==> config.mk <==
export PLATFORM = sky130hd
export DESIGN_NAME = udiv64_stage
export DESIGN_NICKNAME = d
export VERILOG_FILES = /design/src/design/udiv64_pkg.sv /design/src/design/udiv64_stage.sv
export SDC_FILE = /design/constraint.sdc
export NUM_CORES = 1
export LEC_CHECK = 0
export ABC_AREA = 1
export CAP_MARGIN = 20
export CORE_UTILIZATION = 60
export CTS_CLUSTER_SIZE = 14
export DETAILED_ROUTE_END_ITERATION = 10
export DONT_BUFFER_PORTS = 1
export HOLD_SLACK_MARGIN = 0.1
export PLACE_DENSITY_LB_ADDON = 0.25
export SYNTH_ARGS = -nofsm -noshare
export SYNTH_HDL_FRONTEND = slang
export SYNTH_SLANG_ARGS = --single-unit
==> constraint.sdc <==
create_clock -name clk -period 5.3 [get_ports clk]
set_input_delay 1.325 -clock clk [delete_from_list [all_inputs] [get_ports clk]]
set_output_delay 1.325 -clock clk [all_outputs]
set_load 0.01 [all_outputs]
==> src/design/udiv64_pkg.sv <==
// udiv64_pkg: widths, pipeline shape and the per-stage state word of the
// 64 by 32 unsigned divider. no dependencies.
package udiv64_pkg;

  localparam int DIVIDEND_W      = 64;
  localparam int DIVISOR_W       = 32;
  // quotient bits resolved in each pipeline stage
  localparam int STEPS_PER_STAGE = 2;
  localparam int STAGES          = DIVIDEND_W / STEPS_PER_STAGE;

  // work holds unconsumed dividend bits at the top, quotient bits shift in at the bottom
  typedef struct packed {
    logic [DIVIDEND_W-1:0] work;
    logic [DIVISOR_W-1:0]  partial;
    logic [DIVISOR_W-1:0]  divisor;
    logic                  div_zero;
  } div_state_t;

endpackage

==> src/design/udiv64_stage.sv <==
// udiv64_stage: one register stage of the divider pipeline, resolving
// STEPS_PER_STAGE quotient bits by restoring shift-and-subtract.
// depends on udiv64_pkg.
module udiv64_stage import udiv64_pkg::*; (
  input  logic       clk,
  input  logic       rst,
  input  logic       advance,
  input  logic       in_valid,
  input  div_state_t in_state,
  output logic       out_valid,
  output div_state_t out_state
);

  div_state_t state_next;

  always_comb begin
    div_state_t         s;
    logic [DIVISOR_W:0] rem_wide;
    s = in_state;
    rem_wide = '0;
    for (int k = 0; k < STEPS_PER_STAGE; k++) begin
      rem_wide = {s.partial, s.work[DIVIDEND_W-1]};
      s.work   = s.work << 1;
      if (rem_wide >= {1'b0, s.divisor}) begin
        rem_wide  = rem_wide - {1'b0, s.divisor};
        s.work[0] = 1'b1;
      end
      s.partial = rem_wide[DIVISOR_W-1:0];
    end
    state_next = s;
  end

  always_ff @(posedge clk) begin
    if (rst) begin
      out_valid <= 1'b0;
    end else if (advance) begin
      out_valid <= in_valid;
    end
  end

  always_ff @(posedge clk) begin
    if (advance) begin
      out_state <= state_next;
    end
  end

endmodule

==> After elaboration in Yosys (flattened, before gate mapping) <==
Index checks and enable logic that the tools add are counted.
W data, S select, Z words.
{ "classes": {"add_sub_neg": 2, "magnitude_cmp": 2, "mux": 4} }
{ "ops": {"columns": ["cell", "n"], "rows": [
  ["$ge A33 B32 Y1", 2],
  ["$mux W32", 2],
  ["$sub A32 B32 Y32", 2],
  ["$mux W1", 2]
]} }
{ "totals": {"register_bits": 130, "wordCells": 13} }

==> Depth between registers and ports, before layout <==
{ "logic_depth": {"ltp_word": 4, "ltp_mapped": 31} }

==> Worst setup path before layout <==
Ideal clock, no wire load.
{ "synth_path": {"path_type": "input port to flip-flop", "startpoint": "input port in_state[21] (netlist bit)", "endpoint": "register out_state[41] (netlist bit) (data pin)", "t_arrival_ns": 4.515, "t_required_ns": 5.046, "setup_slack_ns": 0.531, "stages": 28, "path_cell_list": "inv_1 -> ha_1 -> nand2_1 -> inv_1 -> nand2_1 -> nand2_1 -> nand2_1 -> nand2_1 -> a21oi_4 -> nand4_2 -> buf_6 -> buf_6 -> nand2_1 -> o21ai_1 -> ha_1 -> a21oi_1 -> nand2_1 -> nand3_1 -> nand2_1 -> nand2_1 -> nand2_1 -> nand3_1 -> nand2_1 -> nand2_1 -> nand4_2 -> buf_2 -> nand2_1 -> nand2_1"} }
{ "synth_rtl": {"columns": ["element", "line", "rtl"], "rows": [
  ["from (decl)", "udiv64_stage.sv:9", "input div_state_t in_state,"],
  ["to (signal assigned)", "udiv64_stage.sv:43", "out_state <= state_next;"],
  ["to (decl)", "udiv64_stage.sv:11", "output div_state_t out_state"]
]} }

==> results.md <==
* Status: complete, no violations
* Post-route clock skew at 0 ps
* Final ANT Viol Nets at 0
* First-pass DRT Iterations at 6
* Vias per cell at 5.90
* PortBufs at 0
* Hold buffer count at CTS at 0
* Min Tclk post-route at about 5000 ps
* Hold Startpoint: out_valid
* Chip Width at around 130 um
* Final Util at about 70%
* Yosys synthesis warning count at 0
* Crit path DAT at between 5000 and 6000 ps
* Max-slew violations at 0
* Placed cell area at about 9700 um^2
* Vias in the first global route at approximately 7,800
* Num CTS Buffers at 17
* Final setup fails at 0
* CP Class: in -> reg
* Mapped Nets at ~1,400
* Post-synthesis sequential area ratio at a little over two fifths
* Global route overflow at 0
* Max-cap violation count at 0
* Die area at approximately 16,000 um^2
* Register-to-Register Setup Slack at ~4700 ps
* Post-synth top area cell: edfxtp_1
* Rel. slew slack at between 60 and 70%
* Final net count at 1,422
* Hold crit path type: reg -> reg
* Hold Vio Cnt, Final at 0
* Initial Utilization at 62.6%
* PD cells at 374 nW/um^2
* FMAX at between 200 and 250 MHz
* Final period utilization at 92.7%
* Chip Height at 126 um
* Area share of the largest cell type after synthesis at between 40% and 50%
* WL per Instance at ~20 um
* Post-route insts no fill at between 1,000 and 1,500
* Critical Path Fanout Max at 47
* Hpwl dp at 23,000 um
* Worst setup EP type: register
* Cells on Worst Hold Path at 2
* First-pass GRT wire length at 42,400 um
* Fraction of layout instances using a drive strength above 1 at 7.93%
* Clock Latency Late Sink at roughly 420 ps
* CTS sink count at between 100 and 150
* Gr usage total at between 30% and 40%
* Worst R2R Start: out_valid
* Clk buf depth at 2
* CP Data Required Time at about 5500 ps
* Crit Reg-Reg Endpoint: out_valid
* GP Congestion at about 1.0
* Total number of vias at 8,382
* Yosys reg bits at 130
* Tightest Pin Transition at roughly 450 ps
* Final TNS setup at 0 ps
* Num rows at 44
* LEAKAGE at around 5 nW
* Clk slew on worst S/H paths at ~70 ps
* Drt total wl at between 20,000 and 30,000 um
* Initial antenna violation count at 0
* Core ar. at 14,800 um^2
* Initial drt markers at 750
* Post-Syn Area at 9230 um^2
* Synth unique cells at 40
* ANT cells at 0
* Post-Layout Inst Area at about 10,000 um^2
* Cell Count Post-Placement at 1,386
* Unrepaired setup endpoints after global routing: no
* I/O pin count at between 200 and 300
* Syn_area_per_cell at between 7 and 8 um^2
* DRC violations left at 0
* Area Growth Syn to Fin at 11.6%
* Worst R2R Path Depth at 2
* H-tree depth at 4
* Worst hold path endpoint: out_valid
* Post-Synthesis Cells at about 1,200
* CP Launch Type: primary input
* Top cells by area, synth: edfxtp_1, nand2_1, ha_1
* Max IR drop VDD at between 0.2 and 0.25 mV
* Pin count of the biggest net entering global routing at roughly 130
* CTS tree: built
* Root Buffer: clkbuf_16
-- synth_stat cells, drive strengths merged --
cell and number:
dfxtp 1, clkbuf 3, fa 2, a31oi 3, a21oi 80, nor4 4
o211ai 2, mux2i 1, xor2 23, ha 64, a221oi 1, nand3b 7
o21ai 28, or2 3, nor3 7, nand4 26, edfxtp 129, o21a 2
nand3 92, nand2 361, xnor2 19, buf 12, and2 3, a21o 4
inv 168, nor2 121, o21bai 10
-- worst max-delay path by stage --
stage,to,startpoint,slack [ps]
final,out_state[61],in_state[25],390
after global routing,out_state[63],in_state[25],8
after global placement,out_state[60],in_state[17],60
after CTS,out_state[61],in_state[21],450
after detailed placement,out_state[61],in_state[21],10
after floorplan,out_state[41],in_state[21],530
-- logic make-up after synthesis --
kind of cell / share of synthesized area [%]
AO/OA/AOI/OAI: 7.90
buffers and inverters: 8.01
flip-flops: 42.2
AND/OR/NAND/NOR: 28.7
XOR/XNOR: 3.99
multiplexers: 0.108
adder cells (fa/ha/maj): 9.11
-- flip-flops by register name (all words and copies together) (netlist names) --
name       flops
out_state    129
out_valid      1
-- area by class of cell --
type                    count  area [um^2]
flip-flops and latches    130         3890
multi-input cells         863         4600
inverters                 168          631
clock buffers              18          429
well taps                 184          230
clock inverters            14          155
repair buffers             43          360
fillers                  1262         4450
-- critical path, stage by stage --
cell and delay [ps]:
inv_1 50, ha_1 370, nand2_1 130, nor2_1 210
nand2_1 100, nor3_1 210, nand3_1 130, nand4_2 150
buf_12 230, nor2_1 70, a21oi_1 330, ha_1 280
nand2_1 120, nor2_1 150, nand2_1 140, buf_4 160
nor4_1 200, nand2_1 110, nand3_1 210, nand2_1 130
nand3_1 90, nand2_1 60, nand2_1 60, nand2_1 50
-- metrics by stage --
step	total power [mW]	worst slack, ps	hold slack [ps]
2_1_floorplan	2.30	531	528
3_5_place_dp	2.67	12.8	549
3_3_place_gp	2.66	57.3	545
6_report	3.85	390	558
4_1_cts	3.82	446	557
5_1_grt	4.01	8.42	569
-- where the power goes --
part / switching [mW] / internal, mW / leakage, nW
sequential: 0.141 / 1.33 / 1.27
clock: 0.455 / 0.699 / 0.282
combinational: 0.789 / 0.440 / 3.32
-- cells in the final DEF (no fill, tap or decap), types with 3 or more instances in the layout --
cell / netlist / routed
a21oi_1: 75 / 74
inv_6: 0 / 5
o21ai_0: 27 / 27
clkinv_4: 0 / 3
and2_1: 3 / 3
buf_4: 5 / 40
nand2_1: 360 / 360
a21o_1: 4 / 4
o21bai_1: 10 / 10
nand4_1: 23 / 23
nor2_2: 7 / 8
clkbuf_16: 0 / 17
a21oi_2: 4 / 5
nor4_1: 4 / 4
xnor2_1: 19 / 19
edfxtp_1: 129 / 129
nor3_1: 7 / 7
a31oi_1: 3 / 3
nand3b_1: 7 / 7
nor2_1: 114 / 113
buf_12: 0 / 3
ha_1: 64 / 64
nand3_1: 90 / 90
inv_1: 166 / 166
xor2_1: 23 / 23
-- what timing repair did --
action | CTS | global route
setup endpoints to repair | 0 | 3
resized for setup | 0 | 2
setup buffers | 0 | 2
-- metal layers --
metal | global-route usage [%] | wire, um | vias to the layer above
li1 | - | - | 3990
met1 | 42.7 | 10600 | 3830
met2 | 60.6 | 13700 | 465
met3 | 9.18 | 3020 | 97
met4 | 16.4 | 1240 | 0
met5 | 0 | 0 | -
(Power assumes the default switching activity.)
